### src/rtl/ir_rct_pkg.sv
// ----------------------------------------------------------------------------
// IR remote countdown timer package
// Shared item types, configuration layout, register indexes and command codes.
// ----------------------------------------------------------------------------
package ir_rct_pkg;

    localparam int ADDR_W  = 5;
    localparam int DATA_W  = 32;
    localparam int WIDTH_W = 16;
    localparam int FRAME_W = 32;
    localparam int CMD_LSB = 16;
    localparam int INV_LSB = 8;

    localparam logic [2:0] REG_START_MIN = 3'd0;
    localparam logic [2:0] REG_START_MAX = 3'd1;
    localparam logic [2:0] REG_ZERO_MIN  = 3'd2;
    localparam logic [2:0] REG_ZERO_MAX  = 3'd3;
    localparam logic [2:0] REG_ONE_MIN   = 3'd4;
    localparam logic [2:0] REG_ONE_MAX   = 3'd5;

    localparam logic [WIDTH_W-1:0] RST_START_MIN = 16'd8500;
    localparam logic [WIDTH_W-1:0] RST_START_MAX = 16'd9500;
    localparam logic [WIDTH_W-1:0] RST_ZERO_MIN  = 16'd1000;
    localparam logic [WIDTH_W-1:0] RST_ZERO_MAX  = 16'd1500;
    localparam logic [WIDTH_W-1:0] RST_ONE_MIN   = 16'd2000;
    localparam logic [WIDTH_W-1:0] RST_ONE_MAX   = 16'd2600;

    localparam logic [7:0] CMD_RUN     = 8'h40;
    localparam logic [7:0] CMD_INC     = 8'h46;
    localparam logic [7:0] CMD_DEC     = 8'h15;
    localparam logic [7:0] CMD_LOAD_LO = 8'h16;
    localparam logic [7:0] CMD_LOAD_HI = 8'h1C;
    localparam logic [7:0] CMD_CHECK   = 8'hFF;

    localparam logic KIND_EDGE = 1'b0;
    localparam logic KIND_TICK = 1'b1;

    typedef struct packed {
        logic [WIDTH_W-1:0] start_min;
        logic [WIDTH_W-1:0] start_max;
        logic [WIDTH_W-1:0] zero_min;
        logic [WIDTH_W-1:0] zero_max;
        logic [WIDTH_W-1:0] one_min;
        logic [WIDTH_W-1:0] one_max;
    } cfg_t;

    typedef struct packed {
        logic               kind;
        logic               edge_level;
        logic [WIDTH_W-1:0] elapsed_us;
    } item_t;

    typedef struct packed {
        logic [WIDTH_W-1:0] time_left;
        logic               running;
        logic               alarm_on;
        logic               command_valid;
        logic [7:0]         command_code;
        logic               display_changed;
    } result_t;

endpackage

### src/rtl/ir_remote_countdown_timer_top.sv
// ----------------------------------------------------------------------------
// IR remote countdown timer
// Every accepted item (a receiver pin edge or a countdown tick) produces
// exactly one result item. The block takes one item per clock cycle: an item
// is held in the input register, the decoder and countdown update in a
// single pass, and the result sits in the output register until taken, so
// result_valid rises when the output register is loaded from the item
// held in the input register. Only a stalled result channel slows the
// input side.
// ----------------------------------------------------------------------------
module ir_remote_countdown_timer_top #(
    parameter int FRAME_BITS = 32
) (
    input  logic                          clk,
    input  logic                          rst_n,
    input  logic                          item_valid,
    output logic                          item_ready,
    input  ir_rct_pkg::item_t             item,
    output logic                          result_valid,
    input  logic                          result_ready,
    output ir_rct_pkg::result_t           result,
    input  logic                          psel,
    input  logic                          penable,
    input  logic                          pwrite,
    input  logic [ir_rct_pkg::ADDR_W-1:0] paddr,
    input  logic [ir_rct_pkg::DATA_W-1:0] pwdata,
    output logic [ir_rct_pkg::DATA_W-1:0] prdata,
    output logic                          pready
);

    ir_rct_pkg::cfg_t    cfg;
    ir_rct_pkg::item_t   item_reg;
    logic                in_valid_reg;
    ir_rct_pkg::result_t result_reg;
    ir_rct_pkg::result_t result_next;
    logic                result_valid_reg;
    logic                advance;

    assign advance      = in_valid_reg && (!result_valid_reg || result_ready);
    assign item_ready   = !in_valid_reg || advance;
    assign result_valid = result_valid_reg;
    assign result       = result_reg;

    ir_rct_regs u_regs (
        .clk     (clk),
        .rst_n   (rst_n),
        .psel    (psel),
        .penable (penable),
        .pwrite  (pwrite),
        .paddr   (paddr),
        .pwdata  (pwdata),
        .prdata  (prdata),
        .pready  (pready),
        .cfg     (cfg)
    );

    ir_rct_core #(
        .FRAME_BITS (FRAME_BITS)
    ) u_core (
        .clk         (clk),
        .rst_n       (rst_n),
        .step        (advance),
        .item        (item_reg),
        .cfg         (cfg),
        .result_next (result_next)
    );

    always_ff @(posedge clk or negedge rst_n)
    begin
        if (!rst_n)
        begin
            in_valid_reg     <= 1'b0;
            result_valid_reg <= 1'b0;
        end
        else
        begin
            if (item_ready)
            begin
                in_valid_reg <= item_valid;
            end
            if (advance)
            begin
                result_valid_reg <= 1'b1;
            end
            else if (result_ready)
            begin
                result_valid_reg <= 1'b0;
            end
        end
    end

    always_ff @(posedge clk)
    begin
        if (item_valid && item_ready)
        begin
            item_reg <= item;
        end
        if (advance)
        begin
            result_reg <= result_next;
        end
    end

endmodule

### src/rtl/ir_rct_regs.sv
// ----------------------------------------------------------------------------
// IR remote countdown timer register file
// APB-style access to the six pulse window bounds.
// ----------------------------------------------------------------------------
module ir_rct_regs (
    input  logic                          clk,
    input  logic                          rst_n,
    input  logic                          psel,
    input  logic                          penable,
    input  logic                          pwrite,
    input  logic [ir_rct_pkg::ADDR_W-1:0] paddr,
    input  logic [ir_rct_pkg::DATA_W-1:0] pwdata,
    output logic [ir_rct_pkg::DATA_W-1:0] prdata,
    output logic                          pready,
    output ir_rct_pkg::cfg_t              cfg
);

    ir_rct_pkg::cfg_t cfg_reg;
    logic [2:0]       reg_index;
    logic             wr_en;
    logic [ir_rct_pkg::WIDTH_W-1:0] wdata;
    logic [ir_rct_pkg::WIDTH_W-1:0] rdata;

    assign reg_index = paddr[4:2];
    assign wr_en     = psel && penable && pwrite && pready;
    assign wdata     = pwdata[ir_rct_pkg::WIDTH_W-1:0];
    assign pready    = 1'b1;
    assign cfg       = cfg_reg;

    always_ff @(posedge clk or negedge rst_n)
    begin
        if (!rst_n)
        begin
            cfg_reg.start_min <= ir_rct_pkg::RST_START_MIN;
            cfg_reg.start_max <= ir_rct_pkg::RST_START_MAX;
            cfg_reg.zero_min  <= ir_rct_pkg::RST_ZERO_MIN;
            cfg_reg.zero_max  <= ir_rct_pkg::RST_ZERO_MAX;
            cfg_reg.one_min   <= ir_rct_pkg::RST_ONE_MIN;
            cfg_reg.one_max   <= ir_rct_pkg::RST_ONE_MAX;
        end
        else if (wr_en)
        begin
            unique case (reg_index)
                ir_rct_pkg::REG_START_MIN: cfg_reg.start_min <= wdata;
                ir_rct_pkg::REG_START_MAX: cfg_reg.start_max <= wdata;
                ir_rct_pkg::REG_ZERO_MIN:  cfg_reg.zero_min  <= wdata;
                ir_rct_pkg::REG_ZERO_MAX:  cfg_reg.zero_max  <= wdata;
                ir_rct_pkg::REG_ONE_MIN:   cfg_reg.one_min   <= wdata;
                ir_rct_pkg::REG_ONE_MAX:   cfg_reg.one_max   <= wdata;
                default: ;
            endcase
        end
    end

    always_comb
    begin
        unique case (reg_index)
            ir_rct_pkg::REG_START_MIN: rdata = cfg_reg.start_min;
            ir_rct_pkg::REG_START_MAX: rdata = cfg_reg.start_max;
            ir_rct_pkg::REG_ZERO_MIN:  rdata = cfg_reg.zero_min;
            ir_rct_pkg::REG_ZERO_MAX:  rdata = cfg_reg.zero_max;
            ir_rct_pkg::REG_ONE_MIN:   rdata = cfg_reg.one_min;
            ir_rct_pkg::REG_ONE_MAX:   rdata = cfg_reg.one_max;
            default:                   rdata = '0;
        endcase
    end

    assign prdata = {{(ir_rct_pkg::DATA_W - ir_rct_pkg::WIDTH_W){1'b0}}, rdata};

endmodule

### src/rtl/ir_rct_core.sv
// ----------------------------------------------------------------------------
// IR remote countdown timer core
// Frame decoder and countdown state, updated once for each item stepped in.
// ----------------------------------------------------------------------------
module ir_rct_core #(
    parameter int FRAME_BITS = 32
) (
    input  logic                clk,
    input  logic                rst_n,
    input  logic                step,
    input  ir_rct_pkg::item_t   item,
    input  ir_rct_pkg::cfg_t    cfg,
    output ir_rct_pkg::result_t result_next
);

    localparam int CNT_W = $clog2(FRAME_BITS + 1);

    logic [ir_rct_pkg::WIDTH_W-1:0] last_width_reg, last_width_next;
    logic                           in_frame_reg, in_frame_next;
    logic [CNT_W-1:0]               bit_count_reg, bit_count_next;
    logic [ir_rct_pkg::FRAME_W-1:0] frame_bits_reg, frame_bits_next;
    logic [ir_rct_pkg::WIDTH_W-1:0] countdown_reg, countdown_next;
    logic                           run_reg, run_next;
    logic                           alarm_reg, alarm_next;

    logic                           cmd_valid;
    logic [7:0]                     cmd_code;
    logic                           redraw;
    logic [ir_rct_pkg::FRAME_W-1:0] shifted;
    logic [CNT_W-1:0]               count_inc;
    logic [7:0]                     cmd;
    logic [7:0]                     inv;
    logic [ir_rct_pkg::WIDTH_W-1:0] count_dec;

    function automatic logic in_window(
        input logic [ir_rct_pkg::WIDTH_W-1:0] v,
        input logic [ir_rct_pkg::WIDTH_W-1:0] lo,
        input logic [ir_rct_pkg::WIDTH_W-1:0] hi
    );
        return (v > lo) && (v < hi);
    endfunction

    always_comb
    begin
        last_width_next = last_width_reg;
        in_frame_next   = in_frame_reg;
        bit_count_next  = bit_count_reg;
        frame_bits_next = frame_bits_reg;
        countdown_next  = countdown_reg;
        run_next        = run_reg;
        alarm_next      = alarm_reg;
        cmd_valid       = 1'b0;
        cmd_code        = '0;
        redraw          = 1'b0;

        if (in_window(last_width_reg, cfg.zero_min, cfg.zero_max))
        begin
            shifted = {frame_bits_reg[ir_rct_pkg::FRAME_W-2:0], 1'b0};
        end
        else if (in_window(last_width_reg, cfg.one_min, cfg.one_max))
        begin
            shifted = {frame_bits_reg[ir_rct_pkg::FRAME_W-2:0], 1'b1};
        end
        else
        begin
            shifted = frame_bits_reg;
        end
        count_inc = bit_count_reg + 1'b1;
        cmd       = shifted[ir_rct_pkg::CMD_LSB +: 8];
        inv       = shifted[ir_rct_pkg::INV_LSB +: 8];
        count_dec = countdown_reg - 1'b1;

        if (item.kind == ir_rct_pkg::KIND_TICK)
        begin
            if (run_reg && (countdown_reg != '0))
            begin
                countdown_next = count_dec;
                redraw         = 1'b1;
                if (count_dec == '0)
                begin
                    alarm_next = 1'b1;
                    run_next   = 1'b0;
                end
            end
        end
        else if (item.edge_level)
        begin
            last_width_next = item.elapsed_us;
        end
        else if (!in_frame_reg)
        begin
            if (in_window(last_width_reg, cfg.start_min, cfg.start_max))
            begin
                in_frame_next   = 1'b1;
                bit_count_next  = '0;
                frame_bits_next = '0;
            end
        end
        else
        begin
            frame_bits_next = shifted;
            bit_count_next  = count_inc;
            if (count_inc == CNT_W'(FRAME_BITS))
            begin
                in_frame_next = 1'b0;
                if ((cmd ^ inv) == ir_rct_pkg::CMD_CHECK)
                begin
                    cmd_valid = 1'b1;
                    cmd_code  = cmd;
                    case (cmd) inside
                        ir_rct_pkg::CMD_RUN:
                        begin
                            run_next = !run_reg;
                        end
                        ir_rct_pkg::CMD_INC:
                        begin
                            countdown_next = countdown_reg + 1'b1;
                            redraw         = 1'b1;
                        end
                        ir_rct_pkg::CMD_DEC:
                        begin
                            if (countdown_reg != '0)
                            begin
                                countdown_next = count_dec;
                            end
                            redraw = 1'b1;
                        end
                        [ir_rct_pkg::CMD_LOAD_LO:ir_rct_pkg::CMD_LOAD_HI]:
                        begin
                            countdown_next = ir_rct_pkg::WIDTH_W'(cmd - ir_rct_pkg::CMD_LOAD_LO);
                            redraw         = 1'b1;
                        end
                        default: ;
                    endcase
                end
            end
        end
    end

    always_comb
    begin
        result_next.time_left       = countdown_next;
        result_next.running         = run_next;
        result_next.alarm_on        = alarm_next;
        result_next.command_valid   = cmd_valid;
        result_next.command_code    = cmd_code;
        result_next.display_changed = redraw;
    end

    always_ff @(posedge clk or negedge rst_n)
    begin
        if (!rst_n)
        begin
            last_width_reg <= '0;
            in_frame_reg   <= 1'b0;
            bit_count_reg  <= '0;
            frame_bits_reg <= '0;
            countdown_reg  <= '0;
            run_reg        <= 1'b0;
            alarm_reg      <= 1'b0;
        end
        else if (step)
        begin
            last_width_reg <= last_width_next;
            in_frame_reg   <= in_frame_next;
            bit_count_reg  <= bit_count_next;
            frame_bits_reg <= frame_bits_next;
            countdown_reg  <= countdown_next;
            run_reg        <= run_next;
            alarm_reg      <= alarm_next;
        end
    end

    // The alarm is sticky until reset.
    assert property (@(posedge clk) disable iff (!rst_n) alarm_reg |=> alarm_reg)
        else $error("alarm flag cleared without reset");

    // An open frame never holds a full bit count.
    assert property (@(posedge clk) disable iff (!rst_n)
        in_frame_reg |-> (bit_count_reg < CNT_W'(FRAME_BITS)))
        else $error("frame bit count overran the frame length");

    // A command is reported only when an open frame is being closed.
    assert property (@(posedge clk) disable iff (!rst_n)
        (step && cmd_valid) |-> (in_frame_reg && !in_frame_next))
        else $error("command reported outside a closing frame");

endmodule
### config.mk
export PLATFORM = sky130hd
export DESIGN_NAME = ir_remote_countdown_timer_top
export DESIGN_NICKNAME = d
export VERILOG_FILES = /design/src/rtl/ir_rct_pkg.sv /design/src/rtl/ir_remote_countdown_timer_top.sv /design/src/rtl/ir_rct_regs.sv /design/src/rtl/ir_rct_core.sv
export SDC_FILE = /design/constraint.sdc
export NUM_CORES = 1
export LEC_CHECK = 0
export BUFFER_PORTS_ARGS = -buffer_cell sky130_fd_sc_hd__buf_2
export CORE_UTILIZATION = 52
export CTS_CLUSTER_DIAMETER = 40
export DETAILED_ROUTE_END_ITERATION = 12
export PLACE_DENSITY = 0.75
export SLEW_MARGIN = 20
export SYNTH_ARGS = -nofsm -noshare
export SYNTH_HDL_FRONTEND = slang
export SYNTH_SLANG_ARGS = --single-unit
### constraint.sdc
create_clock -name clk -period 7.31 [get_ports clk]
set_input_delay 0.731 -clock clk [delete_from_list [all_inputs] [get_ports clk]]
set_output_delay 0.731 -clock clk [all_outputs]
set_load 0.005 [all_outputs]
==> results of run 1 <==
==> cells by family after synthesis <==
family,count (synthesis),synth area share [%]
multiplexers,31,2.68
XOR/XNOR,36,2.44
adder cells (fa/ha/maj),100,9.67
AO/OA/AOI/OAI,416,21.6
buffers and inverters,199,6.33
flip-flops,209,42.5
other,2,0.0581
AND/OR/NAND/NOR,401,14.7
==> synthesized netlist by cell type (5+ instances only) <==
cell and n:
dfrtp_1 129, nand2b_1 8, buf_2 6, a22o_1 28, a221oi_1 18, a21o_1 25
nor2b_1 8, a211oi_1 6, dfstp_2 34, nand3_1 37, mux2_2 26, o211ai_1 12
o21ai_1 9, o21ai_0 137, buf_4 17, nor4_1 13, a21oi_1 58, nand2_1 174
or3_1 5, nand4_1 20, nor2_1 62, o31ai_1 10, inv_1 106, xor2_1 9
clkbuf_1 65, a221o_1 6, a31oi_1 15, nand3b_1 5, edfxtp_1 46, o22ai_1 8
xnor2_1 27, or2_2 6, a22oi_1 10, ha_1 100, and3_1 12, o21a_1 11
o221ai_1 19, nor3_1 25
==> layout by cell type, fill, tap and decap left out, types with 9 or more instances in the layout <==
cell / count
inv_1: 106
o21a_1: 11
mux2_2: 26
a31oi_1: 15
and3_1: 12
xor2_1: 9
buf_2: 88
nor2_1: 57
nor3_1: 24
edfxtp_1: 46
xnor2_1: 27
dfstp_2: 34
buf_4: 17
a22o_1: 28
a21oi_1: 58
clkbuf_16: 38
nor4_1: 12
nand2_1: 174
nand3_1: 37
o31ai_1: 10
a21o_1: 25
conb_1: 17
ha_1: 100
a22oi_1: 10
o21ai_0: 136
nand4_1: 20
o211ai_1: 12
a221oi_1: 18
dfrtp_1: 129
o221ai_1: 19
o21ai_1: 10
==> routing by layer <==
layer	vias up	global-route usage [%]	routed length, um
met3	101	4.39	2710
li1	5197	-	-
met4	0	13.0	1400
met2	491	49.4	17600
met1	5367	39.1	15600
met5	-	0	0
==> worst max-delay path, cell delays in order (launching register included) <==
cell      delay [ns]
dfstp_2         0.51
inv_1           0.05
ha_1            0.30
a211o_1         0.25
a31oi_1         0.22
o31ai_1         0.20
a221oi_2        0.46
o211ai_2        0.34
nand2_4         0.34
mux2_2          0.44
ha_1            0.23
nor2b_1         0.15
o21ai_1         0.46
nand2_1         0.12
mux2i_2         0.52
or4_1           0.22
a221o_1         0.15
o211ai_1        0.16
==> cell type report <==
| cell class | instances | area, um^2 |
|---|---|---|
| Fill cell | 2113 | 9570 |
| Tap cell | 324 | 405 |
| Inverter | 109 | 409 |
| Clock inverter | 24 | 260 |
| Clock buffer | 42 | 976 |
| Multi-Input combinational cell | 1001 | 6690 |
| Sequential cell | 209 | 5500 |
| Timing Repair Buffer | 106 | 579 |
==> stage by stage <==
| step | instance area (um^2) | std cells | hold slack, ns |
|---|---|---|---|
| after floorplan | 13000 | 1409 | 0.435 |
| after global placement | 13600 | 1749 | 0.460 |
| after detailed placement | 13600 | 1749 | 0.465 |
| after CTS | 14800 | 1815 | 0.281 |
| after global routing | 14800 | 1815 | 0.308 |
| final | 14800 | 1815 | 0.250 |
==> power groups by stage <==
stage / sequential [mW] / combinational, mW / clock (mW)
2_1_floorplan: 1.51 / 0.741 / 0
3_3_place_gp: 1.55 / 0.993 / 0
3_5_place_dp: 1.56 / 1.03 / 0
4_1_cts: 1.54 / 1.04 / 1.72
5_1_grt: 1.56 / 1.18 / 1.78
6_report: 1.54 / 1.05 / 1.70
==> worst paths after layout <==
path / slack (ns) / to / depth (start not counted) / startpoint
worst min register to register: 0.47 / u_core.last_width_reg[1] / 1 / item_reg[1]
max in group asynchronous: 5.94 / u_core.countdown_reg[12] / 2 / rst_n
min in group clk: 0.39 / item_reg[9] / 1 / item[9]
worst max-delay path: 1.84 / result[12] / 17 / u_regs.cfg[34]
worst max register to register: 1.84 / result[12] / 17 / u_regs.cfg[34]
worst min-delay path: 0.25 / u_regs.cfg[37] / 1 / rst_n
==> results.toml, run 1 <==
[outcome]
outcome = "completed"

[pwr]
clkPwrFrac_pct = 39.6
p_comb_share_pct = 24.5
power.internal_mw = 2.89
netSwitchingPower_mw = 1.40
total_power_mw = 4.29
switching_share_pct = 32.7
ir_drop_v = 0.000217
power_density_nw_per_um2 = 289
p_leak_nw = 6.54
p_seq_share_pct = 35.9

[global_routing]
track_usage_pct = 29.9
grt_pass1_wl_um = 60100
gr-total-overflow = 0
grt_max_degree = 77
grt_pass1_vias = 11100
antenna_found_initial = 0

[route]
ant_nets = 0
drc = 0
via_per_inst = 6.15
wl_per_cell_um = 20.6
totalWireLength_um = 37300
dr_total_vias = 11200
first_iter_violations = 1323
drt-pass1-iter-count = 8

[cts]
cts_root_buf = "clkbuf_16"
clock_path_buffers = 3
cts_resized = 0
cts_tree = "done"
cts_htree_levels = 2
clkSlewWorstSetupHoldPaths_ns = 0.05
cts_sinks = 209
clk_latency_ns = 0.51
ctsHoldBuffers = 0
numCtsBuffers = 36
postCtsSetupBuffers = 0

[cells_and_area]
post-route-util_pct = 60.8
layout.nets = 1625
drive_gt1_share_pct = 17.1
area_delta_synth_final_pct = 14.6
largest_reg_flops = 96
diodes = 0

[synth]
synth.avg_cell_area_um2 = 9.28
synth_area_leaders = "dfrtp_1, edfxtp_1, ha_1"
netlist_area_um2 = 12900
syn_inst = 1394
synth_ff_type = "dfrtp_1"
synth_cell_types = 82
ys_seq_area_share_pct = 42.5
yosys.area.top_type = "dfrtp_1"
async_reset_ff_share_pct = 78.0
synth_seq_cells = 209
synth_edf_count = 46
synth_top_area_share_pct = 25.0
yosys_warnings = 0

[place]
portBuffers = 89
dpl.hpwl_um = 25900
gp_congestion = 0.978
dpl_worst_slack_ns = 2.01

[floorplanning]
start_util_pct = 53.0
die_w_um = 160
rows = 57
die_h_um = 160
core_um2 = 24400
fp.dieArea_um2 = 25500
io_pins = 125

[setup_path]
critPathMaxFanout = 19
arrival_ns = 5.65
required_ns = 7.49
path_class = "flip-flop to flip-flop"
critPathCaptureType = "flip-flop"
cp-start-kind = "flip-flop"

[timing]
setup_viol = 0
hold_viol = 0
fin_ws_ns = 1.84
setup_tns_ns = 0
fin_crit_ns = 5.47
slew_headroom_pct = 28.1
skew_ns = 0.0211
max_freq_mhz = 183
worst_pin_slew_ns = 1.08
report.final.slew_viol_count = 0
finalCritPeriodShare_pct = 74.8
rsz0062_at_grt = "no"

[flow_run]
maxCapViolations = 0

[min_path]
hold_path.class = "input pin to asynchronous set/reset pin"
Note: power is estimated with default switching activity, not from simulation.
==> inputs of run 2 (changes only) <==
--- a/config.mk
+++ b/config.mk
@@ -9,7 +9,7 @@
 export CORE_UTILIZATION = 52
 export CTS_CLUSTER_DIAMETER = 40
 export DETAILED_ROUTE_END_ITERATION = 12
-export PLACE_DENSITY = 0.75
+export PLACE_DENSITY = 0.78
 export SLEW_MARGIN = 20
 export SYNTH_ARGS = -nofsm -noshare
 export SYNTH_HDL_FRONTEND = slang
==> constraint.sdc (replaced) <==
create_clock -name clk -period 4.7 [get_ports clk]
set_input_delay 0.47 -clock clk [delete_from_list [all_inputs] [get_ports clk]]
set_output_delay 0.47 -clock clk [all_outputs]
set_load 0.005 [all_outputs]
==> run 2 against run 1 <==
Compared with the run above:
- the run now ends with negative hold slack left
- hold slack worse by 0.26 ns
- sequential cell count is the same
- die area stayed put
- final area up 0.82%
- combinational power grew 70%
- first-iteration DRC count down 10%
- clock power increased by 41%
- highest routed layer unchanged
==> results.toml, run 2 (synthesis gave the netlist of run 1 again) <==
[cts]
cts_root_buf = "clkbuf_16"
cts_htree_levels = 1
numCtsBuffers = 31
clock_path_buffers = 3
clk_latency_ns = 0.57
cts_sinks = 209
cts_tree = "done"
postCtsSetupBuffers = 0
clkSlewWorstSetupHoldPaths_ns = 0.06

[global_routing]
track_usage_pct = 30.1
grt_use_met3_pct = 3.92
gr-total-overflow = 0
antenna_found_initial = 0
top_usage_layer = "met2"
grt_max_degree = 94
grt_pass1_wl_um = 60800
grt_pass1_vias = 11300
grtUsageMet2_pct = 49.8
globalRouteMet1Util_pct = 39.4

[place]
portBuffers = 89
dpl_worst_slack_ns = 0.234
gp_congestion = 0.946
dpl.hpwl_um = 27100

[cells_and_area]
diodes = 0
largest_reg_flops = 96
final_common_cell = "nand2_1"
mostFrequentLayoutCells = "nand2_1, o21ai_0, dfrtp_1"
layout.nets = 1653
area_delta_synth_final_pct = 15.6
post-route-util_pct = 61.3
drive_gt1_share_pct = 19.0

[floorplanning]
die_h_um = 160
die_w_um = 160
fp.dieArea_um2 = 25500
rows = 57
io_pins = 125
core_um2 = 24400
start_util_pct = 53.0

[timing]
fin_hold_ws_ns = -0.00881
hold_viol = 7
skew_ns = 0.0171
fin_ws_ns = 0.172
max_freq_mhz = 221
report.final.slew_viol_count = 0
worst_pin_slew_ns = 1.03
finalCritPeriodShare_pct = 96.4
setup_viol = 0
slew_headroom_pct = 31.4
fin_crit_ns = 4.53

[route]
wl_per_cell_um = 20.8
ant_nets = 0
dr_total_vias = 11400
first_iter_violations = 1190
drt-pass1-iter-count = 6
via_per_inst = 6.19
drc = 0
totalWireLength_um = 38200

[pwr]
power.internal_mw = 4.32
p_comb_share_pct = 27.2
p_leak_nw = 6.64
switching_share_pct = 33.9
clkPwrFrac_pct = 36.6
netSwitchingPower_mw = 2.22
ir_drop_v = 0.000285
power_density_nw_per_um2 = 437
p_seq_share_pct = 36.2

[outcome]
outcome = "finished, violations left"
violations = "negative hold slack"

[setup_path]
cp_slowest_stage_delay_ns = 0.52
critPathMaxFanout = 7
arrival_ns = 4.85
reg2reg_slack_ns = 0.17
path_class = "flip-flop to flip-flop"
cp_cell_sequence = "inv_1 > ha_1 > a211o_1 > a31oi_2 > o31ai_2 > a221oi_2 > o211ai_2 > nand2_4 > a21oi_1 > inv_1 > ha_1 > nand2b_1 > a21o_1 > or4_1 > o31ai_1 > o21ai_1 > o221a_1 > o22a_1"
critPathCaptureType = "flip-flop"
required_ns = 5.02
cp-start-kind = "flip-flop"
slowest_stage = "dfstp_2"

[min_path]
hold_path.class = "input pin to asynchronous set/reset pin"

[flow_run]
maxCapViolations = 0
## run 2: cell count changes in the layout (fill, tap and decap cells not counted), moves of 2 or more
cell	before	now
clkinvlp_4	7	3
buf_4	17	50
clkbuf_1	3	1
clkbuf_8	1	3
clkbuf_16	38	32
clkinv_4	1	4
## run 2: per-stage QoR
step / setup TNS [ns] / power [mW] / instances / hold slack [ns] / area, um^2
after detailed placement: 0 / 4.11 / 1782 / 0.465 / 13800
final: 0 / 6.53 / 1840 / -0.00881 / 14900
after floorplan: 0 / 3.50 / 1409 / 0.174 / 13000
after CTS: 0 / 6.51 / 1840 / 0.0247 / 14900
after global placement: 0 / 4.03 / 1782 / 0.458 / 13800
after global routing: -0.00565 / 6.85 / 1840 / 0.0526 / 14900
## run 2: worst paths after layout
check / from / endpoint / cells after the start
min in group clk: item[0] / item_reg[0] / 1
worst max-delay path: u_regs.cfg[34] / result[16] / 18
worst min register to register: item_reg[15] / u_core.last_width_reg[15] / 1
worst max register to register: u_regs.cfg[34] / result[16] / 18
worst min-delay path: rst_n / u_regs.cfg[69] / 1
max in group asynchronous: rst_n / u_core.countdown_reg[12] / 2
## run 2: cell type report
class	instances	area (um^2)
flip-flops and latches	209	5500
fillers	2060	9440
inverters	109	409
clock inverters	22	241
clock buffers	36	846
repair buffers	139	827
multi-input cells	1001	6720
well taps	324	405
## run 2: per-layer routing
layer | share of wire [%] | routed length [um]
met1 | 42 | 16100
met2 | 47 | 17900
met3 | 6.8 | 2610
met4 | 4.3 | 1640
met5 | 0 | 0
## run 2: what timing repair did
item / CTS / global route
resized for setup: 0 / 4
hold buffers: 0 / 0
endpoints found under the setup margin: 0 / 4
## run 2: critical path, delay by kind of cell, from the launching register on
| family | cells | cell delay, ns |
|---|---|---|
| adders and majority gates | 2 | 0.54 |
| buffers and inverters | 2 | 0.20 |
| AOI/OAI and AO/OA | 11 | 2.30 |
| DFF | 1 | 0.52 |
| and+or+nand+nor | 3 | 0.73 |
## run 2: power groups by stage
| stage | logic (mW) | clock network, mW | registers [mW] |
|---|---|---|---|
| floorplan | 1.15 | 0 | 2.34 |
| global placement | 1.65 | 0 | 2.38 |
| detailed placement | 1.71 | 0 | 2.39 |
| CTS | 1.74 | 2.41 | 2.37 |
| global route | 1.97 | 2.48 | 2.40 |
| finish | 1.78 | 2.39 | 2.37 |
